**config.mk**
```make
export PLATFORM = sky130hd
export DESIGN_NAME = speed_pi_controller_flat
export DESIGN_NICKNAME = d
export VERILOG_FILES = /design/src/rtl/spc_pkg.sv /design/src/rtl/spc_if.sv /design/src/rtl/spc_ram.sv /design/src/rtl/spc_window.sv /design/src/rtl/spc_pi.sv /design/src/rtl/speed_pi_controller.sv /design/src/flat_wrapper.sv
export SDC_FILE = /design/constraint.sdc
export NUM_CORES = 2
export LEC_CHECK = 0
export BUFFER_PORTS_ARGS = -buffer_cell sky130_fd_sc_hd__buf_4
export CAP_MARGIN = 20
export CORE_MARGIN = 2
export CORE_UTILIZATION = 58
export DETAILED_ROUTE_END_ITERATION = 10
export GPL_TIMING_DRIVEN = 0
export PLACE_DENSITY = 0.77
export SYNTH_ARGS = -nofsm -noshare
export SYNTH_HDL_FRONTEND = slang
export SYNTH_HIERARCHICAL = 1
export SYNTH_SLANG_ARGS = --single-unit
```
**constraint.sdc**
```tcl
create_clock -name clk -period 12.5 [get_ports clk]
set_clock_uncertainty 0.1 [all_clocks]
set_input_delay 1.25 -clock clk [delete_from_list [all_inputs] [get_ports clk]]
set_output_delay 1.25 -clock clk [all_outputs]
set_load 0.02 [all_outputs]
```
**src/rtl/spc_pkg.sv**
```systemverilog
// ----------------------------------------------------------------------------
// spc_pkg
// Shared widths, register indexes, constants and control types of the
// speed PI controller.
// ----------------------------------------------------------------------------
package spc_pkg;

  localparam int WINDOW_MAX_DEF = 128;

  localparam int DELTA_W    = 8;
  localparam int GAIN_W     = 16;
  localparam int SPEED_W    = 15;
  localparam int VEL_W      = 16;
  localparam int CMD_W      = 15;
  localparam int LEN_CFG_W  = 8;
  localparam int INTEG_W    = 24;
  localparam int ERR_W      = 18;
  localparam int CFG_IDX_W  = 3;
  localparam int CFG_DATA_W = 16;

  localparam logic [CFG_IDX_W-1:0] REG_PROP_GAIN      = 3'd0;
  localparam logic [CFG_IDX_W-1:0] REG_INT_GAIN       = 3'd1;
  localparam logic [CFG_IDX_W-1:0] REG_TARGET_SPEED   = 3'd2;
  localparam logic [CFG_IDX_W-1:0] REG_RATE_STEP      = 3'd3;
  localparam logic [CFG_IDX_W-1:0] REG_VELOCITY_SCALE = 3'd4;
  localparam logic [CFG_IDX_W-1:0] REG_WINDOW_LENGTH  = 3'd5;

  localparam int VEL_SHIFT = 4;
  localparam int CMD_SHIFT = 5;
  localparam int CMD_LIMIT = 8192;
  localparam logic [CMD_W-1:0] CMD_NEUTRAL = 15'd16384;

  // Step strobes from the sequencer to the datapath units.
  typedef struct packed {
    logic rd;
    logic update;
    logic vel_mul;
    logic err_calc;
    logic p_mul;
    logic i_mul;
    logic finish;
  } spc_ctrl_t;

endpackage

```
**src/rtl/spc_if.sv**
```systemverilog
// ----------------------------------------------------------------------------
// spc_if
// Valid/ready stream interfaces for the pulse input and the command output.
// ----------------------------------------------------------------------------
interface spc_in_if;
  logic                                valid;
  logic                                ready;
  logic signed [spc_pkg::DELTA_W-1:0]  pulse_delta;

  modport source(output valid, output pulse_delta, input ready);
  modport sink(input valid, input pulse_delta, output ready);
endinterface

interface spc_out_if;
  logic                               valid;
  logic                               ready;
  logic [spc_pkg::CMD_W-1:0]          esc_command;
  logic signed [spc_pkg::VEL_W-1:0]   velocity;
  logic [spc_pkg::SPEED_W-1:0]        velocity_setpoint;
  logic                               at_limit;

  modport source(output valid, output esc_command, output velocity,
                 output velocity_setpoint, output at_limit, input ready);
  modport sink(input valid, input esc_command, input velocity,
               input velocity_setpoint, input at_limit, output ready);
endinterface

```
**src/rtl/spc_ram.sv**
```systemverilog
// ----------------------------------------------------------------------------
// spc_ram
// Generic single-write, single-read synchronous RAM with registered read.
// ----------------------------------------------------------------------------
module spc_ram #(
  parameter int WIDTH = 8,
  parameter int DEPTH = 128
) (
  input  logic                     clk,
  input  logic                     we,
  input  logic [$clog2(DEPTH)-1:0] waddr,
  input  logic [WIDTH-1:0]         wdata,
  input  logic                     re,
  input  logic [$clog2(DEPTH)-1:0] raddr,
  output logic [WIDTH-1:0]         rdata
);

  logic [WIDTH-1:0] mem [DEPTH];

  always_ff @(posedge clk) begin
    if (we) begin
      mem[waddr] <= wdata;
    end
    if (re) begin
      rdata <= mem[raddr];
    end
  end

endmodule

```
**src/rtl/spc_window.sv**
```systemverilog
// ----------------------------------------------------------------------------
// spc_window
// Circular window of recent pulse deltas held in RAM, with its running sum.
// ----------------------------------------------------------------------------
module spc_window #(
  parameter int WINDOW_MAX = spc_pkg::WINDOW_MAX_DEF
) (
  input  logic                                  clk,
  input  logic                                  rst,
  input  spc_pkg::spc_ctrl_t                    ctrl,
  input  logic signed [spc_pkg::DELTA_W-1:0]    pulse_delta,
  input  logic                                  len_we,
  input  logic [spc_pkg::LEN_CFG_W-1:0]         len_value,
  output logic signed [spc_pkg::DELTA_W+$clog2(WINDOW_MAX):0] sum
);

  localparam int PTR_W = $clog2(WINDOW_MAX);
  localparam int LEN_W = PTR_W + 1;
  localparam int SUM_W = spc_pkg::DELTA_W + PTR_W + 1;

  logic [LEN_W-1:0]                   len;
  logic [LEN_W-1:0]                   fill;
  logic [PTR_W-1:0]                   ptr;
  logic [PTR_W-1:0]                   cur_ptr;
  logic [PTR_W-1:0]                   rd_ptr;
  logic [LEN_W-1:0]                   ptr_inc;
  logic signed [spc_pkg::DELTA_W-1:0] delta_q;
  logic [spc_pkg::DELTA_W-1:0]        rdata;
  logic signed [spc_pkg::DELTA_W-1:0] old_val;

  // The store is written in order from entry zero after every clear, so an
  // entry below the fill count holds a delta and any other reads as zero.
  assign rd_ptr  = ({1'b0, ptr} >= len) ? '0 : ptr;
  assign old_val = ({1'b0, cur_ptr} < fill) ? signed'(rdata) : '0;
  assign ptr_inc = {1'b0, cur_ptr} + LEN_W'(1);

  spc_ram #(
    .WIDTH(spc_pkg::DELTA_W),
    .DEPTH(WINDOW_MAX)
  ) u_store (
    .clk  (clk),
    .we   (ctrl.update),
    .waddr(cur_ptr),
    .wdata(delta_q),
    .re   (ctrl.rd),
    .raddr(rd_ptr),
    .rdata(rdata)
  );

  always_ff @(posedge clk) begin
    if (rst) begin
      len  <= LEN_W'(1);
      fill <= '0;
      ptr  <= '0;
      sum  <= '0;
    end else if (len_we) begin
      if (len_value == '0) begin
        len <= LEN_W'(1);
      end else if (32'(len_value) > WINDOW_MAX) begin
        len <= LEN_W'(WINDOW_MAX);
      end else begin
        len <= LEN_W'(len_value);
      end
      fill <= '0;
      ptr  <= '0;
      sum  <= '0;
    end else if (ctrl.update) begin
      sum <= sum - SUM_W'(old_val) + SUM_W'(delta_q);
      ptr <= (ptr_inc >= len) ? '0 : ptr_inc[PTR_W-1:0];
      if ({1'b0, cur_ptr} == fill) begin
        fill <= fill + LEN_W'(1);
      end
    end
  end

  always_ff @(posedge clk) begin
    if (ctrl.rd) begin
      cur_ptr <= rd_ptr;
      delta_q <= pulse_delta;
    end
  end

endmodule

```
**src/rtl/spc_pi.sv**
```systemverilog
// ----------------------------------------------------------------------------
// spc_pi
// Velocity scaling, setpoint rate limit and clamped PI law on one shared
// multiplier, with integrator anti-windup.
// ----------------------------------------------------------------------------
module spc_pi #(
  parameter int WINDOW_MAX = spc_pkg::WINDOW_MAX_DEF
) (
  input  logic                                  clk,
  input  logic                                  rst,
  input  spc_pkg::spc_ctrl_t                    ctrl,
  input  logic signed [spc_pkg::DELTA_W+$clog2(WINDOW_MAX):0] sum,
  input  logic [spc_pkg::GAIN_W-1:0]            prop_gain,
  input  logic [spc_pkg::GAIN_W-1:0]            int_gain,
  input  logic [spc_pkg::SPEED_W-1:0]           target_speed,
  input  logic [spc_pkg::SPEED_W-1:0]           rate_step,
  input  logic [spc_pkg::GAIN_W-1:0]            velocity_scale,
  output logic [spc_pkg::CMD_W-1:0]             esc_command,
  output logic signed [spc_pkg::VEL_W-1:0]      velocity,
  output logic [spc_pkg::SPEED_W-1:0]           velocity_setpoint,
  output logic                                  at_limit
);

  localparam int SUM_W  = spc_pkg::DELTA_W + $clog2(WINDOW_MAX) + 1;
  localparam int MA_W0  = (SUM_W > spc_pkg::INTEG_W) ? SUM_W : spc_pkg::INTEG_W;
  localparam int MA_W   = (MA_W0 > spc_pkg::ERR_W) ? MA_W0 : spc_pkg::ERR_W;
  localparam int MB_W   = spc_pkg::GAIN_W + 1;
  localparam int PW     = MA_W + MB_W;
  localparam int RAW_W  = PW + 1;
  localparam int IS_W   = spc_pkg::INTEG_W + 1;
  localparam int DIFF_W = spc_pkg::SPEED_W + 2;
  localparam int CV_W   = spc_pkg::CMD_W - 1;

  localparam logic signed [PW-1:0]    VEL_HI = PW'(2 ** (spc_pkg::VEL_W - 1) - 1);
  localparam logic signed [PW-1:0]    VEL_LO = PW'(-(2 ** (spc_pkg::VEL_W - 1)));
  localparam logic signed [IS_W-1:0]  INT_HI = IS_W'(2 ** (spc_pkg::INTEG_W - 1) - 1);
  localparam logic signed [IS_W-1:0]  INT_LO = IS_W'(-(2 ** (spc_pkg::INTEG_W - 1)));
  localparam logic signed [RAW_W-1:0] RAW_HI =
    RAW_W'(spc_pkg::CMD_LIMIT * (2 ** spc_pkg::CMD_SHIFT));

  logic                                started;
  logic [spc_pkg::SPEED_W-1:0]         last_sp;
  logic signed [spc_pkg::INTEG_W-1:0]  integrator;
  logic signed [spc_pkg::INTEG_W-1:0]  integ_new;
  logic signed [spc_pkg::ERR_W-1:0]    err_q;
  logic signed [PW-1:0]                prod;
  logic signed [PW-1:0]                acc;

  logic signed [MA_W-1:0]              mul_a;
  logic signed [MB_W-1:0]              mul_b;
  logic signed [PW-1:0]                mul_p;

  logic [spc_pkg::SPEED_W-1:0]         prev_sp;
  logic signed [DIFF_W-1:0]            diff;
  logic signed [DIFF_W-1:0]            rate_s;
  logic [spc_pkg::SPEED_W-1:0]         sp_next;

  logic signed [PW-1:0]                vel_shift;
  logic signed [spc_pkg::VEL_W-1:0]    vel_sat;
  logic signed [spc_pkg::ERR_W-1:0]    err;
  logic signed [IS_W-1:0]              integ_sum;
  logic signed [spc_pkg::INTEG_W-1:0]  integ_sat;

  logic signed [RAW_W-1:0]             cmd_raw;
  logic                                lim_lo;
  logic                                lim_hi;
  logic [CV_W-1:0]                     cmd_val;

  // Shared multiplier: velocity scaling, then the P term, then the I term.
  always_comb begin
    mul_a = '0;
    mul_b = '0;
    if (ctrl.vel_mul) begin
      mul_a = MA_W'(sum);
      mul_b = {1'b0, velocity_scale};
    end else if (ctrl.p_mul) begin
      mul_a = MA_W'(err_q);
      mul_b = {1'b0, prop_gain};
    end else if (ctrl.i_mul) begin
      mul_a = MA_W'(integ_new);
      mul_b = {1'b0, int_gain};
    end
  end

  assign mul_p = mul_a * mul_b;

  // Setpoint rate limit. On the first tick the previous setpoint is half
  // the target.
  always_comb begin
    prev_sp = started ? last_sp : (target_speed >> 1);
    diff    = signed'({2'b00, target_speed}) - signed'({2'b00, prev_sp});
    rate_s  = signed'({2'b00, rate_step});
    if (diff > rate_s) begin
      sp_next = prev_sp + rate_step;
    end else if (-diff > rate_s) begin
      sp_next = prev_sp - rate_step;
    end else begin
      sp_next = target_speed;
    end
  end

  // Arithmetic shift floors the scaled product, then it saturates to Q4.12.
  always_comb begin
    vel_shift = prod >>> spc_pkg::VEL_SHIFT;
    if (vel_shift > VEL_HI) begin
      vel_sat = spc_pkg::VEL_W'(VEL_HI);
    end else if (vel_shift < VEL_LO) begin
      vel_sat = spc_pkg::VEL_W'(VEL_LO);
    end else begin
      vel_sat = vel_shift[spc_pkg::VEL_W-1:0];
    end
    err       = signed'({3'b000, velocity_setpoint}) - spc_pkg::ERR_W'(vel_sat);
    integ_sum = IS_W'(integrator) + IS_W'(err);
    if (integ_sum > INT_HI) begin
      integ_sat = spc_pkg::INTEG_W'(INT_HI);
    end else if (integ_sum < INT_LO) begin
      integ_sat = spc_pkg::INTEG_W'(INT_LO);
    end else begin
      integ_sat = integ_sum[spc_pkg::INTEG_W-1:0];
    end
  end

  // Command clamp to 0..0.25 with 20 fraction bits, then down to Q0.15.
  always_comb begin
    cmd_raw = RAW_W'(acc) + RAW_W'(prod);
    lim_lo  = cmd_raw[RAW_W-1];
    lim_hi  = cmd_raw > RAW_HI;
    if (lim_lo) begin
      cmd_val = '0;
    end else if (lim_hi) begin
      cmd_val = CV_W'(spc_pkg::CMD_LIMIT);
    end else begin
      cmd_val = cmd_raw[spc_pkg::CMD_SHIFT +: CV_W];
    end
    esc_command = spc_pkg::CMD_NEUTRAL + {1'b0, cmd_val};
    at_limit    = lim_lo | lim_hi;
  end

  always_ff @(posedge clk) begin
    if (rst) begin
      started    <= 1'b0;
      last_sp    <= '0;
      integrator <= '0;
    end else begin
      if (ctrl.vel_mul) begin
        started <= 1'b1;
        last_sp <= sp_next;
      end
      // The tick's integrator step is dropped when the command clamps and the integral gain is nonzero.
      if (ctrl.finish && !(at_limit && int_gain != '0)) begin
        integrator <= integ_new;
      end
    end
  end

  always_ff @(posedge clk) begin
    if (ctrl.vel_mul || ctrl.p_mul || ctrl.i_mul) begin
      prod <= mul_p;
    end
    if (ctrl.i_mul) begin
      acc <= prod;
    end
    if (ctrl.vel_mul) begin
      velocity_setpoint <= sp_next;
    end
    if (ctrl.err_calc) begin
      velocity  <= vel_sat;
      err_q     <= err;
      integ_new <= integ_sat;
    end
  end

endmodule

```
**src/rtl/speed_pi_controller.sv**
```systemverilog
// ----------------------------------------------------------------------------
// speed_pi_controller
// Encoder speed loop: windowed velocity estimate, rate-limited setpoint and
// clamped PI command with anti-windup.
// ----------------------------------------------------------------------------
// Each input transfer is one control tick and yields one output transfer.
// The sequencer takes one tick at a time: a read of the delta window RAM,
// its write-back with the running-sum update, then three passes of one
// shared multiplier (velocity scale, proportional term, integral term)
// with the error and integrator step after the first, and the final clamp.
// A result waiting in the output register stalls a tick only at its last step.
// A write of window_length empties the window at once, with no clearing pass.
// Configuration must be written only while no tick is in flight; the block
// itself does not enforce it.
module speed_pi_controller #(
  parameter int WINDOW_MAX = spc_pkg::WINDOW_MAX_DEF
) (
  input  logic                              clk,
  input  logic                              rst,
  spc_in_if.sink                            in_ch,
  spc_out_if.source                         out_ch,
  input  logic                              cfg_we,
  input  logic [spc_pkg::CFG_IDX_W-1:0]     cfg_index,
  input  logic [spc_pkg::CFG_DATA_W-1:0]    cfg_data
);

  localparam int SUM_W = spc_pkg::DELTA_W + $clog2(WINDOW_MAX) + 1;

  localparam logic [2:0] S_IDLE = 3'd0;
  localparam logic [2:0] S_SUM  = 3'd1;
  localparam logic [2:0] S_VEL  = 3'd2;
  localparam logic [2:0] S_ERR  = 3'd3;
  localparam logic [2:0] S_PMUL = 3'd4;
  localparam logic [2:0] S_IMUL = 3'd5;
  localparam logic [2:0] S_FIN  = 3'd6;

  logic [2:0]                    state;
  logic [2:0]                    state_next;
  spc_pkg::spc_ctrl_t            ctrl;
  logic                          out_free;

  logic [spc_pkg::GAIN_W-1:0]    prop_gain;
  logic [spc_pkg::GAIN_W-1:0]    int_gain;
  logic [spc_pkg::SPEED_W-1:0]   target_speed;
  logic [spc_pkg::SPEED_W-1:0]   rate_step;
  logic [spc_pkg::GAIN_W-1:0]    velocity_scale;
  logic                          len_we;

  logic signed [SUM_W-1:0]       sum;
  logic [spc_pkg::CMD_W-1:0]     pi_cmd;
  logic signed [spc_pkg::VEL_W-1:0] pi_vel;
  logic [spc_pkg::SPEED_W-1:0]   pi_sp;
  logic                          pi_limit;

  logic                          out_valid;

  assign in_ch.ready = (state == S_IDLE);
  assign out_free    = !out_valid || out_ch.ready;
  assign len_we      = cfg_we && (cfg_index == spc_pkg::REG_WINDOW_LENGTH);

  always_comb begin
    ctrl          = '0;
    ctrl.rd       = (state == S_IDLE) && in_ch.valid;
    ctrl.update   = (state == S_SUM);
    ctrl.vel_mul  = (state == S_VEL);
    ctrl.err_calc = (state == S_ERR);
    ctrl.p_mul    = (state == S_PMUL);
    ctrl.i_mul    = (state == S_IMUL);
    ctrl.finish   = (state == S_FIN) && out_free;
  end

  always_comb begin
    state_next = state;
    unique case (state)
      S_IDLE:  if (in_ch.valid) state_next = S_SUM;
      S_SUM:   state_next = S_VEL;
      S_VEL:   state_next = S_ERR;
      S_ERR:   state_next = S_PMUL;
      S_PMUL:  state_next = S_IMUL;
      S_IMUL:  state_next = S_FIN;
      S_FIN:   if (out_free) state_next = S_IDLE;
      default: state_next = S_IDLE;
    endcase
  end

  always_ff @(posedge clk) begin
    if (rst) begin
      state <= S_IDLE;
    end else begin
      state <= state_next;
    end
  end

  always_ff @(posedge clk) begin
    if (rst) begin
      prop_gain      <= '0;
      int_gain       <= '0;
      target_speed   <= '0;
      rate_step      <= '0;
      velocity_scale <= '0;
    end else if (cfg_we) begin
      unique case (cfg_index)
        spc_pkg::REG_PROP_GAIN:      prop_gain      <= cfg_data;
        spc_pkg::REG_INT_GAIN:       int_gain       <= cfg_data;
        spc_pkg::REG_TARGET_SPEED:   target_speed   <= cfg_data[spc_pkg::SPEED_W-1:0];
        spc_pkg::REG_RATE_STEP:      rate_step      <= cfg_data[spc_pkg::SPEED_W-1:0];
        spc_pkg::REG_VELOCITY_SCALE: velocity_scale <= cfg_data;
        default: ;
      endcase
    end
  end

  spc_window #(
    .WINDOW_MAX(WINDOW_MAX)
  ) u_window (
    .clk        (clk),
    .rst        (rst),
    .ctrl       (ctrl),
    .pulse_delta(in_ch.pulse_delta),
    .len_we     (len_we),
    .len_value  (cfg_data[spc_pkg::LEN_CFG_W-1:0]),
    .sum        (sum)
  );

  spc_pi #(
    .WINDOW_MAX(WINDOW_MAX)
  ) u_pi (
    .clk              (clk),
    .rst              (rst),
    .ctrl             (ctrl),
    .sum              (sum),
    .prop_gain        (prop_gain),
    .int_gain         (int_gain),
    .target_speed     (target_speed),
    .rate_step        (rate_step),
    .velocity_scale   (velocity_scale),
    .esc_command      (pi_cmd),
    .velocity         (pi_vel),
    .velocity_setpoint(pi_sp),
    .at_limit         (pi_limit)
  );

  // Output register: loaded on the last step, held until its transfer.
  always_ff @(posedge clk) begin
    if (rst) begin
      out_valid <= 1'b0;
    end else if (ctrl.finish) begin
      out_valid <= 1'b1;
    end else if (out_ch.ready) begin
      out_valid <= 1'b0;
    end
  end

  always_ff @(posedge clk) begin
    if (ctrl.finish) begin
      out_ch.esc_command       <= pi_cmd;
      out_ch.velocity          <= pi_vel;
      out_ch.velocity_setpoint <= pi_sp;
      out_ch.at_limit          <= pi_limit;
    end
  end

  assign out_ch.valid = out_valid;

endmodule
```
**src/flat_wrapper.sv**
```systemverilog
// flat-port wrapper written by rule: the top's interface ports become plain ports
module speed_pi_controller_flat 
#(
  parameter int WINDOW_MAX = spc_pkg::WINDOW_MAX_DEF
)
  (clk, rst, cfg_we, cfg_index, cfg_data, in_ch_valid, in_ch_pulse_delta, in_ch_ready, out_ch_valid, out_ch_esc_command, out_ch_velocity, out_ch_velocity_setpoint, out_ch_at_limit, out_ch_ready);
  spc_in_if in_ch_i ();
  spc_out_if out_ch_i ();
  input  logic clk;
  input  logic rst;
  input  logic cfg_we;
  input  logic [spc_pkg::CFG_IDX_W-1:0] cfg_index;
  input  logic [spc_pkg::CFG_DATA_W-1:0] cfg_data;
  input wire logic [$bits(in_ch_i.valid)-1:0] in_ch_valid;
  input wire logic [$bits(in_ch_i.pulse_delta)-1:0] in_ch_pulse_delta;
  output wire logic [$bits(in_ch_i.ready)-1:0] in_ch_ready;
  output wire logic [$bits(out_ch_i.valid)-1:0] out_ch_valid;
  output wire logic [$bits(out_ch_i.esc_command)-1:0] out_ch_esc_command;
  output wire logic [$bits(out_ch_i.velocity)-1:0] out_ch_velocity;
  output wire logic [$bits(out_ch_i.velocity_setpoint)-1:0] out_ch_velocity_setpoint;
  output wire logic [$bits(out_ch_i.at_limit)-1:0] out_ch_at_limit;
  input wire logic [$bits(out_ch_i.ready)-1:0] out_ch_ready;
  assign in_ch_i.valid = in_ch_valid;
  assign in_ch_i.pulse_delta = in_ch_pulse_delta;
  assign in_ch_ready = in_ch_i.ready;
  assign out_ch_valid = out_ch_i.valid;
  assign out_ch_esc_command = out_ch_i.esc_command;
  assign out_ch_velocity = out_ch_i.velocity;
  assign out_ch_velocity_setpoint = out_ch_i.velocity_setpoint;
  assign out_ch_at_limit = out_ch_i.at_limit;
  assign out_ch_i.ready = out_ch_ready;
  speed_pi_controller #(.WINDOW_MAX(WINDOW_MAX)) u_core (.clk(clk), .rst(rst), .in_ch(in_ch_i), .out_ch(out_ch_i), .cfg_we(cfg_we), .cfg_index(cfg_index), .cfg_data(cfg_data));
endmodule
```
==> results.toml <==
[finish]
synthToLayoutAreaGrowth_pct = 11.74
layout.cells.most_common = "sky130_fd_sc_hd__edfxtp_1"
finish.cell_count_without_fillers = 7961
drive_above_1_share_pct = 13.23
layout.cell_area.non_filler_sq_um = 86100
num-fill-cells = 8929
final_core_utilization_pct = 65.41
mostFrequentLayoutCells = "1248 x sky130_fd_sc_hd__edfxtp_1, 638 x sky130_fd_sc_hd__nand2_1, 602 x sky130_fd_sc_hd__inv_1, 441 x sky130_fd_sc_hd__nor2_1, 398 x sky130_fd_sc_hd__fa_1"
final_net_count = 6815

[place]
routabilityCongestion = 0.9650
numPlacedInstances = 7687
pre_cts_setup_slack_ns = 1.282
placed_cell_area_sq_um = 81240
detailedPlacementHpwl_microns = 151900
portBuffers = 80

[flow_run]
max-cap-violations = 0

[sta]
finalCriticalPeriod_ns = 11.49
setup_total_negative_slack_ns = 0
finalSetupViolations = 0
hold_violations = 0
rsz0062_at_grt = "false"
slew-limit-headroom_pct = 21.28
maxSlewViolCount = 0
worst_hold_slack_ns = 0.3250
timing.fmax_mhz = 87.05
worst-slew-pin-transition_ns = 1.181
post-route-worst-setup-slack_ns = 1.013
fin_crit_sh_pct = 91.90

[yosys]
number_of_nets_produced_by_synthesis = 6512
post_synthesis_share_of_cell_area_spent_on_xor_and_xnor_gates_pct = 1.739
syn-cell-area_sq_um = 77050
async_reset_ff_share_pct = 0
complex_gate_fraction_of_the_synthesized_area_pct = 6.706
muxShareOfSynthArea_pct = 10.63
synth_top_family_by_area = "adder cells"
synth_area_per_cell_sq_um = 13.32
yosys_most_used_dff = "sky130_fd_sc_hd__edfxtp_1"
syn_inst = 5784
synth_fa_ha_area_share_pct = 15.24
synthDistinctLibCells = 103
synth_seq_cells = 1409
yosys_warnings = 6
synth-edff-count = 1248
yosysSeqAreaShare_pct = 52.82
synth_simple_gate_area_share_pct = 8.479

[critical_path]
critical_path_peak_fanout = 10
critPathLaunchType = "flip-flop"
slowest_stage = "sky130_fd_sc_hd__o41ai_1"
r2r_slack_ns = 1.01
crit_arrival_ns = 11.90
cp_peak_stage_delay_ns = 0.87
path_class = "reg -> reg"
cp.required_ns = 12.91
worst_setup_path_end_kind = "flip-flop"

[clocking]
cts_tree = "built"
worst_skew_pair.late_latency_ns = 0.81
postCtsSetupBuffers = 0
post_cts.resized_instances = 0
clock_tree.buffer_depth = 3
clkSlewWorstSetupHoldPaths_ns = 0.07
clk_sinks = 1409
cts.htree.levels = 4
cts_buffers = 143
cts.root.buffer_cell = "sky130_fd_sc_hd__clkbuf_16"
ctsHoldBuffers = 0

[pwr]
total_internal_power_mw = 8.263
combinationalPowerShare_pct = 14.5
power.leakage_nw = 30.81
p_per_area_nw_per_um2 = 130.9
seqPwrFrac_pct = 47.0
switching_power_mw = 3.006
fin_total_pwr_mw = 11.27
switching_power_share_of_the_total_pct = 26.67
p_clk_share_pct = 38.6
ir_drop_mv = 0.1478

[drt]
drt_first_pass_iters = 8
finalWirelength_microns = 218500
avgViaCountPerCell = 6.416
dr_total_vias = 51077
drt_iter0_markers = 6289
drc = 0
detail-route-antenna-nets = 0
post_drt_wl_per_cell_microns = 27.44

[floorplanning]
die-area_sq_um = 135800
floorplan_core_area_sq_um = 131600
num_io_pins = 81
dieHeight_microns = 368.5
floorplan.initialDensity_pct = 58.54
placementRows = 133
dieWidth_microns = 368.5

[grt]
groute.usage.overall_pct = 32.65
grt_pass1_vias = 51681
antenna_found_initial = 16
grt_max_degree = 42
grt_first_pass_wirelength_microns = 327300
grt_overflow_total = 0

[outcome]
run_status = "complete, no violations"

[min_path]
timing.hold.worst.class = "reg -> reg"
-- worst paths after layout --
kind                                          startpoint                         end  depth (start not counted)
worst max-delay path                     u_core/state[2]        u_core/u_pi/prod[40]                         32
worst min-delay path            u_core/u_pi/velocity[11]  u_core/out_ch.velocity[11]                          0
worst max register to register           u_core/state[2]        u_core/u_pi/prod[40]                         32
worst min register to register  u_core/u_pi/velocity[11]  u_core/out_ch.velocity[11]                          0
-- cells by family (layout without fill, tap and decap cells) --
kind of cell	after synthesis	after routing
fa+ha+maj	701	701
xor+xnor	153	153
other cells	1	8
compound gates	797	797
mux	397	397
flops	1409	1409
buf+inv	856	1271
simple gates	1470	1470
-- worst max-delay path, delay by kind of cell, from the launching register on --
kind                       cells  cell delay, ns
AOI/OAI and AO/OA             12            4.24
adders and majority gates      7            3.18
buffers and inverters          9            2.53
and+or+nand+nor                3            0.76
DFF                            1            0.30
xor gates and xnor gates       1            0.09
-- power groups by stage --
stage	clock network [mW]	logic [mW]	registers (mW)
2_1_floorplan	0	1.04	5.40
3_3_place_gp	0	1.39	5.47
3_5_place_dp	0	1.56	5.39
4_1_cts	4.38	1.58	5.29
5_1_grt	4.55	1.76	5.30
6_report	4.34	1.63	5.29
-- synthesized netlist by cell type (31+ instances only) --
library cell / instances / area share, %
sky130_fd_sc_hd__nor3_1: 41 / 0.27
sky130_fd_sc_hd__nor2b_1: 34 / 0.28
sky130_fd_sc_hd__edfxtp_1: 1248 / 49
sky130_fd_sc_hd__a21o_1: 65 / 0.63
sky130_fd_sc_hd__mux4_2: 336 / 9.8
sky130_fd_sc_hd__a21oi_1: 286 / 1.9
sky130_fd_sc_hd__inv_1: 602 / 2.9
sky130_fd_sc_hd__o21a_1: 49 / 0.48
sky130_fd_sc_hd__nand4_1: 31 / 0.25
sky130_fd_sc_hd__ha_1: 298 / 4.8
sky130_fd_sc_hd__clkbuf_1: 169 / 0.82
sky130_fd_sc_hd__fa_1: 398 / 10
sky130_fd_sc_hd__xnor2_1: 97 / 1.1
sky130_fd_sc_hd__dfxtp_1: 161 / 4.2
sky130_fd_sc_hd__nor2_1: 441 / 2.1
sky130_fd_sc_hd__nand2_1: 638 / 3.1
sky130_fd_sc_hd__mux2i_1: 50 / 0.65
sky130_fd_sc_hd__o21ai_0: 122 / 0.79
sky130_fd_sc_hd__xor2_1: 56 / 0.64
sky130_fd_sc_hd__nand3_1: 86 / 0.56
-- cell type report --
class / instances / area, sq um / area share (%)
Tap cell: 1755 / 2196 / 2.550
Inverter: 604 / 2267 / 2.633
Clock inverter: 79 / 922.1 / 1.071
Clock buffer: 178 / 3774 / 4.383
Buffer: 252 / 1105 / 1.283
Multi-Input combinational cell: 3519 / 33020 / 38.35
Sequential cell: 1409 / 40700 / 47.27
Antenna cell: 7 / 17.52 / 0.02034
Timing Repair Buffer: 158 / 2098 / 2.437
-- sequential cells by signal (all words and copies together) (netlist names), 15 cells and up --
register                         flops
u_core/rate_step                    15
u_core/u_window/u_store/mem       1024
u_core/u_pi/err_q                   17
u_core/velocity_scale               16
u_core/u_pi/integrator              24
u_core/u_pi/velocity_setpoint       15
u_core/prop_gain                    16
u_core/out_ch.velocity              16
u_core/u_pi/last_sp                 15
u_core/u_pi/velocity                16
u_core/u_pi/prod                    41
u_core/u_pi/acc                     41
u_core/out_ch.esc_command           15
u_core/u_pi/integ_new               24
u_core/out_ch.velocity_setpoint     15
u_core/int_gain                     16
u_core/u_window/sum                 16
u_core/target_speed                 15
-- metal layers --
| layer | routed length, microns | global-route usage, % |
|---|---|---|
| met1 | 74300 | 38.89 |
| met2 | 104300 | 52.93 |
| met3 | 22580 | 7.978 |
| met4 | 17150 | 21.86 |
| met5 | 125 | 0.03561 |
(Power assumes the default switching activity.)
